`src/sv/assert_macros.svh`:
```
// ---------------------------------------------------------------------------
// assert_macros.svh
// shared concurrent assertion macros, clocked on i_clk, held off during reset
// ---------------------------------------------------------------------------
`ifndef ASSERT_MACROS_SVH
`define ASSERT_MACROS_SVH

// property checked at every rising edge outside reset
`define ASSERT_CLK(label, prop, msg) \
    label: assert property (@(posedge i_clk) disable iff (!i_rst_n) (prop)) \
        else $error(msg);

// implication checked at every rising edge outside reset
`define ASSERT_IMPLY(label, cond, prop, msg) \
    label: assert property (@(posedge i_clk) disable iff (!i_rst_n) \
        (cond) |-> (prop)) else $error(msg);

// next-cycle implication checked outside reset
`define ASSERT_NEXT(label, cond, prop, msg) \
    label: assert property (@(posedge i_clk) disable iff (!i_rst_n) \
        (cond) |=> (prop)) else $error(msg);

`endif

```
`src/sv/b32d_pkg.sv`:
```
// ---------------------------------------------------------------------------
// b32d_pkg
// types, constants and the symbol lookup for the base32 invite-code decoder
// ---------------------------------------------------------------------------
package b32d_pkg;

    // code geometry
    localparam int unsigned CODE_LENGTH = 10;
    localparam int unsigned ACC_W       = 48;
    localparam int unsigned SYM_W       = 5;
    localparam int unsigned COUNT_W     = 4;
    localparam int unsigned ADDR_W      = 32;
    localparam int unsigned PORT_W      = 16;

    localparam logic [COUNT_W-1:0] COUNT_MAX  = '1;
    localparam logic [COUNT_W-1:0] COUNT_CODE = COUNT_W'(CODE_LENGTH);

    // alphabet, first character in the top byte
    localparam logic [255:0] ALPHABET = "ABCDEFGHJKLMNPQRSTUVWXYZ23456789";

    // ascii bounds for case folding
    localparam logic [7:0] LOWER_A    = 8'h61;
    localparam logic [7:0] LOWER_Z    = 8'h7A;
    localparam logic [7:0] CASE_DELTA = 8'h20;

    // one mapped character, passed from lookup to accumulator
    typedef struct packed {
        logic [SYM_W-1:0] value;
        logic             bad;
        logic             last;
    } t_sym_word;

    // lookup result
    typedef struct packed {
        logic             hit;
        logic [SYM_W-1:0] value;
    } t_lookup;

    // fold to upper case and search the alphabet
    function automatic t_lookup symbol_lookup(input logic [7:0] symbol);
        logic [7:0] ch;
        t_lookup    res;
        ch        = symbol;
        res.hit   = 1'b0;
        res.value = '0;
        if (ch >= LOWER_A && ch <= LOWER_Z) begin
            ch = ch - CASE_DELTA;
        end
        for (int i = 0; i < 32; i++) begin
            if (ch == ALPHABET[255 - 8*i -: 8]) begin
                res.hit   = 1'b1;
                res.value = SYM_W'(i);
            end
        end
        return res;
    endfunction

endpackage

```
`src/sv/b32d_lookup.sv`:
```
// ---------------------------------------------------------------------------
// b32d_lookup
// input stage: maps each character to its 5-bit value and registers it
// ---------------------------------------------------------------------------
module b32d_lookup (
    input  logic               i_clk,
    input  logic               i_rst_n,
    input  logic               i_valid,
    output logic               o_ready,
    input  logic [7:0]         i_symbol,
    input  logic               i_last,
    output logic               o_dn_valid,
    input  logic               i_dn_ready,
    output b32d_pkg::t_sym_word o_dn_word
);
    import b32d_pkg::*;

    logic      r_valid;
    t_sym_word r_word;
    t_lookup   look;
    logic      accept;

    // stage takes a new word when empty or when its word leaves
    assign o_ready = !r_valid || i_dn_ready;
    assign accept  = i_valid && o_ready;
    assign look    = symbol_lookup(i_symbol);

    // valid flag
    always_ff @(posedge i_clk) begin
        if (!i_rst_n) begin
            r_valid <= 1'b0;
        end else if (o_ready) begin
            r_valid <= i_valid;
        end
    end

    // mapped character, value forced to zero when not in the alphabet
    always_ff @(posedge i_clk) begin
        if (accept) begin
            r_word.value <= look.hit ? look.value : '0;
            r_word.bad   <= !look.hit;
            r_word.last  <= i_last;
        end
    end

    assign o_dn_valid = r_valid;
    assign o_dn_word  = r_word;

endmodule

```
`src/sv/b32d_accum.sv`:
```
// ---------------------------------------------------------------------------
// b32d_accum
// shifts values into the accumulator and registers one result per code
// ---------------------------------------------------------------------------
`include "assert_macros.svh"

module b32d_accum #(
    parameter int unsigned CODE_LENGTH = b32d_pkg::CODE_LENGTH
) (
    input  logic                          i_clk,
    input  logic                          i_rst_n,
    input  logic                          i_up_valid,
    output logic                          o_up_ready,
    input  b32d_pkg::t_sym_word           i_up_word,
    output logic                          o_valid,
    input  logic                          i_ready,
    output logic                          o_valid_res,
    output logic [b32d_pkg::ADDR_W-1:0]   o_ipv4_address,
    output logic [b32d_pkg::PORT_W-1:0]   o_port_number
);
    import b32d_pkg::*;

    // count that marks a complete code
    localparam logic [COUNT_W-1:0] CODE_COUNT = COUNT_W'(CODE_LENGTH);

    logic [ACC_W-1:0]   r_acc;
    logic [COUNT_W-1:0] r_count;
    logic               r_bad;
    logic [ACC_W-1:0]   n_acc;
    logic [COUNT_W-1:0] n_count;
    logic               n_bad;
    logic               code_ok;
    logic               accept;

    logic               r_out_valid;
    logic               r_out_res;
    logic [ADDR_W-1:0]  r_out_addr;
    logic [PORT_W-1:0]  r_out_port;

    // result register frees up when empty or when taken
    assign o_up_ready = !r_out_valid || i_ready;
    assign accept     = i_up_valid && o_up_ready;

    // next accumulator state for the incoming word
    always_comb begin
        n_acc   = {r_acc[ACC_W-SYM_W-1:0], i_up_word.value};
        n_count = (r_count == COUNT_MAX) ? r_count : r_count + COUNT_W'(1);
        n_bad   = r_bad || i_up_word.bad;
        code_ok = !n_bad && (n_count == CODE_COUNT);
    end

    // accumulator state, cleared after the final character
    always_ff @(posedge i_clk) begin
        if (!i_rst_n) begin
            r_acc   <= '0;
            r_count <= '0;
            r_bad   <= 1'b0;
        end else if (accept) begin
            if (i_up_word.last) begin
                r_acc   <= '0;
                r_count <= '0;
                r_bad   <= 1'b0;
            end else begin
                r_acc   <= n_acc;
                r_count <= n_count;
                r_bad   <= n_bad;
            end
        end
    end

    // result valid flag
    always_ff @(posedge i_clk) begin
        if (!i_rst_n) begin
            r_out_valid <= 1'b0;
        end else if (o_up_ready) begin
            r_out_valid <= i_up_valid && i_up_word.last;
        end
    end

    // result payload, zeros for an invalid code
    always_ff @(posedge i_clk) begin
        if (accept && i_up_word.last) begin
            r_out_res  <= code_ok;
            r_out_addr <= code_ok ? n_acc[ACC_W-1:PORT_W] : '0;
            r_out_port <= code_ok ? n_acc[PORT_W-1:0] : '0;
        end
    end

    assign o_valid        = r_out_valid;
    assign o_valid_res    = r_out_res;
    assign o_ipv4_address = r_out_addr;
    assign o_port_number  = r_out_port;

    // checks
    `ASSERT_IMPLY(a_invalid_is_zero, r_out_valid && !r_out_res,
        r_out_addr == '0 && r_out_port == '0, "invalid result carries data")
    `ASSERT_NEXT(a_clear_after_last, accept && i_up_word.last,
        r_count == '0 && !r_bad && r_acc == '0, "state not cleared after last")
    `ASSERT_NEXT(a_count_advances, accept && !i_up_word.last,
        r_count != '0, "count did not advance")
    `ASSERT_NEXT(a_result_only_on_last, !r_out_valid && !(accept && i_up_word.last),
        !r_out_valid, "result without a final character")

endmodule

```
`src/sv/base32_endpoint_code_decoder.sv`:
```
// ---------------------------------------------------------------------------
// base32_endpoint_code_decoder
// decodes a base32 invite code into an ipv4 address and port
// ---------------------------------------------------------------------------
// Input channel: one ASCII character per word (i_symbol), with i_last set on
// the final character, moved by i_valid / o_ready. Letters fold to upper case
// and map through the alphabet that leaves out I, O, 0 and 1.
// Output channel: one word per code, moved by o_valid / i_ready, giving
// o_valid_res and, for a valid code, the address from accumulator bits 47..16
// and the port from bits 15..0; an invalid code gives zeros.
// A code is valid with exactly CODE_LENGTH characters, all in the alphabet.
// A final character passes the lookup register, then the result register that
// raises o_valid. Throughput: one character per cycle while i_ready is high,
// as the lookup stage and the result register each pass one word per cycle.
// Reset clears the accumulator, count, error flag and both valid flags.
// When the receiver stalls the result holds, the lookup stage fills, and
// o_ready drops; no word is lost or repeated.
// ---------------------------------------------------------------------------
module base32_endpoint_code_decoder #(
    parameter int unsigned CODE_LENGTH = b32d_pkg::CODE_LENGTH
) (
    input  logic                          i_clk,
    input  logic                          i_rst_n,
    input  logic                          i_valid,
    output logic                          o_ready,
    input  logic [7:0]                    i_symbol,
    input  logic                          i_last,
    output logic                          o_valid,
    input  logic                          i_ready,
    output logic                          o_valid_res,
    output logic [b32d_pkg::ADDR_W-1:0]   o_ipv4_address,
    output logic [b32d_pkg::PORT_W-1:0]   o_port_number
);
    import b32d_pkg::*;

    logic      sym_valid;
    logic      sym_ready;
    t_sym_word sym_word;

    // character lookup stage
    b32d_lookup u_lookup (
        .i_clk      (i_clk),
        .i_rst_n    (i_rst_n),
        .i_valid    (i_valid),
        .o_ready    (o_ready),
        .i_symbol   (i_symbol),
        .i_last     (i_last),
        .o_dn_valid (sym_valid),
        .i_dn_ready (sym_ready),
        .o_dn_word  (sym_word)
    );

    // accumulator and result stage
    b32d_accum #(
        .CODE_LENGTH (CODE_LENGTH)
    ) u_accum (
        .i_clk          (i_clk),
        .i_rst_n        (i_rst_n),
        .i_up_valid     (sym_valid),
        .o_up_ready     (sym_ready),
        .i_up_word      (sym_word),
        .o_valid        (o_valid),
        .i_ready        (i_ready),
        .o_valid_res    (o_valid_res),
        .o_ipv4_address (o_ipv4_address),
        .o_port_number  (o_port_number)
    );

endmodule

```
`config.mk`:
```
export PLATFORM = sky130hd
export DESIGN_NAME = base32_endpoint_code_decoder
export DESIGN_NICKNAME = d
export VERILOG_FILES = /design/src/sv/b32d_pkg.sv /design/src/sv/b32d_lookup.sv /design/src/sv/b32d_accum.sv /design/src/sv/base32_endpoint_code_decoder.sv
export VERILOG_INCLUDE_DIRS = /design/src /design/src/sv
export SDC_FILE = /design/constraint.sdc
export NUM_CORES = 1
export LEC_CHECK = 0
export ABC_AREA = 1
export BUFFER_PORTS_ARGS = -buffer_cell sky130_fd_sc_hd__buf_4
export CAP_MARGIN = 40
export CORE_ASPECT_RATIO = 0.75
export CORE_MARGIN = 1.5
export CORE_UTILIZATION = 30
export DETAILED_ROUTE_END_ITERATION = 6
export REMOVE_ABC_BUFFERS = 1
export SYNTH_ARGS = -nofsm -noshare
export SYNTH_HDL_FRONTEND = slang
export SYNTH_SLANG_ARGS = --single-unit
```
`constraint.sdc`:
```
create_clock -name i_clk -period 7.8 [get_ports i_clk]
set_input_delay 0 -clock i_clk [delete_from_list [all_inputs] [get_ports i_clk]]
set_output_delay 0 -clock i_clk [all_outputs]
set_load 0.05 [all_outputs]
```
# Yosys cells after proc, flatten, opt, wreduce, memory -nomap -nowiden
# Index checks and enable logic that the tools add are counted.
# op_classes
addsub	2
n_lt_le_gt_ge	2
n_eq_ne	34
mux	37
n_reduce_logical	13
# ops
cell	count
== test 8 x 7 -> 1 bit, second input constant	24
two-way mux 6 bit	32
== test 8 x 6 -> 1 bit, second input constant	8
two-way mux 43 bit	1
== test 4 bit, second input constant	2
>= comparator 8 x 7 -> 1 bit, second input constant	1
<= comparator 8 x 7 -> 1 bit, second input constant	1
two-way mux 4 bit	2
two-way mux 8 bit	1
subtractor 8 x 6 -> 8 bit, second input constant	1
logical AND 1 bit	6
adder 4 x 1 -> 4 bit, second input constant	1
zero test 1 bit	4
logical OR 1 bit	3
two-way mux 1 bit	1
# totals
ff_bits	106
input_bits	13
output_inout_bits	51

# Depth between registers and ports, before layout
# depth
depth_word	37
ltp_mapped	13
depth_no_buf	13

# Modules after synthesis
# From an unflattened synthesis, not the netlist that was laid out.
# unflattened
cells_unflattened	517
hier_area_um2	4563.1
# modules_own_cells
mod	instances	cells_per_inst	area_each_um2
b32d_accum	1	385	3736.1
b32d_lookup	1	132	827.0

# Least setup slack after synthesis
# No wires, ideal clock.
# synth_path
path_type	register to register
startpoint	register u_accum.r_out_valid (netlist: u_accum.o_valid)
endpoint	register u_accum.r_out_addr[0] (netlist: u_accum.o_ipv4_address[0]) (enable)
setup_time_ns	0.456
arrival_time_ns	3.015
slack_ns	4.329
stages_incl_launch_ff	5
synth_period_minus_slack_ns	3.471
cell_sequence	dfxtp_1 > nand2_1 > nand2_1 > clkbuf_1 > nor2_1
# synth_via
elab_chain_len	4
# synth_rtl
element	line	text
start: declaration	b32d_accum.sv:35	logic r_out_valid;
start signal: assignment	b32d_accum.sv:76	r_out_valid <= i_up_valid && i_up_word.last;
zero test 1 bit	b32d_accum.sv:41	assign o_up_ready = !r_out_valid || i_ready;
logical OR 1 bit	b32d_accum.sv:41	
logical AND 1 bit	b32d_accum.sv:42	assign accept = i_up_valid && o_up_ready;
logical AND 1 bit	b32d_accum.sv:82	if (accept && i_up_word.last) begin
end signal: assignment	b32d_accum.sv:84	r_out_addr <= code_ok ? n_acc[ACC_W-1:PORT_W] : '0;
end: declaration	b32d_accum.sv:37	logic [ADDR_W-1:0] r_out_addr;
# No other way between the ends.
# A chain may end at the register's enable or synchronous reset.

# Worst setup path after layout
# layout_path
startpoint	register u_accum.r_count[0]
endpoint	register u_accum.r_out_port[5] (netlist: u_accum.o_port_number[5]) (data pin)
# layout_via
elab_chain_len	4
elab_cells_between_ends	5
classes_between	add/sub: 1; eq/ne: 2; mux: 1; reduce/logical: 1
# layout_rtl
element	line	text
start: declaration	b32d_accum.sv:27	logic [COUNT_W-1:0] r_count;
start signal: assignment	b32d_accum.sv:65	r_count <= n_count;
adder 4 x 1 -> 4 bit / == test 4 bit (equally long branches)	b32d_accum.sv:47	n_count = (r_count == COUNT_MAX) ? r_count : r_count + COUNT_W'(1);
two-way mux 4 bit (*)	b32d_accum.sv:47	
== test 4 bit (*)	b32d_accum.sv:49	code_ok = !n_bad && (n_count == CODE_COUNT);
logical AND 1 bit (*)	b32d_accum.sv:49	
named net u_accum.code_ok	b32d_accum.sv:32	logic code_ok;
end signal: assignment	b32d_accum.sv:85	r_out_port <= code_ok ? n_acc[PORT_W-1:0] : '0;
end: declaration	b32d_accum.sv:38	logic [PORT_W-1:0] r_out_port;
# The timed path passes the listed nets; every way through them passes the cells marked *.

==> flow_summary.yaml <==
status:
  status: "finished clean"
yosys:
  synthesis.yosys.warnings: 0
  synth.largest_area_cell: "edfxtp_1"
  adder_and_majority_gate_portion_of_the_synthesized_area: 0.008296
  synth_top_family_by_area: "simple AND/OR/NAND/NOR gates"
  largest_cells_by_area_after_synthesis: "edfxtp_1 (37%), dfxtp_1 (22%), nand2_1 (9.5%)"
  synthMuxAreaShare: 0
  synth_area_per_cell_um2: 8.871
  simple_logic_cell_fraction_of_the_synthesized_area: 0.2306
  synth_ff_type: "edfxtp_1"
  async_flop_share: 0
  synthesized_area_fraction_occupied_by_ao_oa_aoi_and_oai_cells: 0.08601
  ys_seq_elements: 106
  synthesized_area_um2: 4524
  syn-instance-count: 510
  synth_top_area_share: 0.3717
  synth_edf_count: 56
  synth.yosys.seq_area_share: 0.5929
  post_synth_num_cell_types: 32
  synth-xor-area-share: 0.001936
critical_path:
  critical-path-top-cell-by-count: "nor2_1"
  worst-setup-path-type: "reg2reg"
  cp.buffers_inverters: 1
  worst_setup_sp_type: "flop"
  critical-path-slowest-cell: "inv_2"
  critical_path.endpoint_type: "flop"
  crit_chain: "ha_1 > nand2_1 > nor2_1 > a21oi_1 > nand2_1 > nor2_1 > inv_2 > nor2_1"
  r2r.worst_path.cells: 8
  cp_data_arrival_time_ns: 2.04
  timing.rr.start: "u_accum.r_count[0]"
  highest_fanout_seen_on_the_critical_path: 48
  ff2ff_setup_slack_ns: 5.82
  reg2reg_to: "u_accum.o_port_number[5]"
  critPathMaxStageDelay_ns: 0.55
  critical_path.top_delay_family: "buffers and inverters"
  critical_path_required_ns: 7.86
clock_network:
  cts_setup_buffers: 0
  worst_skew_pair.late_latency_ns: 0.34
  post_cts_resized: 0
  cts_made_buffers: 9
  cts.root.buffer_cell: "clkbuf_16"
  max-clock-path-buffers: 2
  cts.htree.levels: 3
  cts.reportedPaths.clkPinSlew_ns: 0.07
  clock_sink_count: 106
  tritoncts: "done"
route:
  route.vias.total: 3426
  detail_route.wirelength_mm: 9.209
  met1_length_mm: 4.413
  postRouteAntennaNets: 0
  drt-wirelength-per-cell_um: 11.87
  maxUsedRoutingLayer: "met4"
  drtPass1Iterations: 5
  post_drt_via_cell_ratio: 4.415
  initialDrtViolationCount: 327
  met3_routed_wl_um: 485
  met2_length_mm: 4.265
  post-route-drc-count: 0
sta:
  rsz0062_at_grt: "no"
  finalSetupViolCount: 0
  maxClockFrequency_ghz: 0.5049
  post-route-worst-setup-slack_ns: 5.819
  timing_worst_slew_pin_value_ns: 0.7506
  layout_min_cycle_time_ns: 1.981
  min_period_over_period: 0.2539
  finalSetupTns_ns: 0
  max_slew_margin: 0.4989
  hold_viol: 0
  timing_max_transition_violations_final: 0
  worst_clock_skew_ns: 0.007696
placement:
  dp.final_hpwl_mm: 6.220
  gp_routability_congestion: 0.8926
  dpl-instance-area_um2: 5256
  portBuffers: 63
  place_worst_setup_slack_ns: 5.789
global_route:
  grt_antenna_before_repair: 0
  grt_overflow_total: 0
  grt_start_max_net_pins: 50
  grt_use_total: 0.1199
  grt_pass1_wl_mm: 15.05
  via_count_of_the_first_global_routing_pass: 3191
power:
  worst_ir_drop_vdd_mv: 0.1104
  power.total_mw: 1.115
  power.density_nw_per_um2: 200.3
  power_leakage_nw: 2.034
job:
  timing.max_cap.violations: 0
floorplan:
  dieArea_um2: 15830
  std_cell_rows: 38
  io-pin-count: 64
  die_width_um: 144.8
  initial_standard_cell_utilization_of_the_core: 0.3100
  dieHeight_um: 109.4
  design.core.area_um2: 14600
min_path:
  hold_path.class: "in2reg"
  min_delay_worst_endpoint: "u_accum.o_valid"
  worst_hold_startpoint: "i_ready"
  min_path_cells: 4
cells_and_area:
  drive_gt1_frac: 0.2031
  area_delta_synth_final_pct: 23.04
  stdcell_area_um2: 5567
  final_net_count: 587
  num-fill-cells: 1444
  insertedDiodeCount: 0
  final_core_utilization: 0.3814
==> cell families (layout without fill, tap and decap cells) <==
group / Yosys count / after routing
AOI/OAI and AO/OA: 70 / 70
xor gates and xnor gates: 1 / 1
adders and majority gates: 3 / 3
buffers and inverters: 96 / 162
DFF: 106 / 106
and+or+nand+nor: 234 / 234
==> routing by layer <==
metal,vias to the layer above,GRT usage
met3,4,0.03179
met2,102,0.1939
li1,1743,-
met1,1577,0.1634
met5,-,0
met4,0,0.02165
==> worst max-delay path by stage <==
stage / from / end / depth (start not counted)
after floorplan: u_accum.o_valid / u_accum.o_ipv4_address[0] / 3
after global placement: u_accum.o_valid / u_accum.r_count[2] / 6
after detailed placement: u_accum.r_count[0] / u_accum.o_port_number[14] / 8
after CTS: u_accum.r_count[0] / u_accum.o_port_number[14] / 8
after global routing: u_accum.r_count[0] / u_accum.o_port_number[5] / 8
final: u_accum.r_count[0] / u_accum.o_port_number[5] / 8
==> sequential cells by signal (all words and copies together), names as in the netlist <==
register	cells
u_accum.o_ipv4_address	32
u_accum.o_port_number	16
u_accum.o_valid	1
u_accum.o_valid_res	1
u_accum.r_acc	43
u_accum.r_bad	1
u_accum.r_count	4
u_lookup.o_dn_valid	1
u_lookup.o_dn_word	7
==> cell usage after synthesis, types with 2 or more instances <==
master    number
nand2_1      115
nor2_1        78
inv_1         73
edfxtp_1      56
a21oi_1       52
dfxtp_1       50
clkbuf_1      19
nand3_1       15
nand3_2        5
nor2_2         5
o21ai_0        5
nor2_4         4
ha_1           3
inv_2          3
nand2_2        3
o21ai_2        3
o31ai_1        3
nand3b_2       2
nand4_1        2
nand4_2        2
==> placed cells by master, fill, tap and decap left out, drive strengths merged, types with 6 or more instances in the layout <==
| cell type | n |
|---|---|
| clkbuf | 9 |
| nor2 | 87 |
| nand2 | 119 |
| buf | 67 |
| clkinv | 6 |
| a21oi | 53 |
| o21ai | 8 |
| edfxtp | 56 |
| inv | 78 |
| dfxtp | 50 |
| nand3 | 20 |
==> through the flow <==
| stage | hold WS (ns) | instances |
|---|---|---|
| 6_report | 0.02262 | 776 |
| 3_3_place_gp | 0.1808 | 756 |
| 3_5_place_dp | 0.1807 | 758 |
| 5_1_grt | 0.05315 | 776 |
| 4_1_cts | 0.01951 | 776 |
| 2_1_floorplan | 0.09887 | 491 |
==> power breakdown <==
group          internal, mW  switching (mW)
Combinational        0.0256          0.0611
Sequential            0.594         0.00536
Clock                 0.223           0.206
==> worst min-delay path: cells and delay by family <==
family	cells	cell delay, ns
simple gates	1	0.11
compound gates	1	0.08
buf+inv	2	0.12
==> timing repair <==
| action | 4_1_cts | 5_1_grt |
|---|---|---|
| endpoints found under the hold margin | 2 | 0 |
| setup endpoints to repair | 0 | 0 |
| hold buffers | 2 | 0 |
==> area by class of cell <==
| cell class | count | area (um2) | share of cell area |
|---|---|---|---|
| Sequential cell | 106 | 2683 | 0.4819 |
| Inverter | 77 | 291.5 | 0.05237 |
| Clock buffer | 9 | 225.2 | 0.04046 |
| Multi-Input combinational cell | 308 | 1496 | 0.2688 |
| Clock inverter | 7 | 65.06 | 0.01169 |
| Timing Repair Buffer | 69 | 555.5 | 0.09980 |
| Tap cell | 200 | 250.2 | 0.04495 |
(Power assumes the default switching activity.)
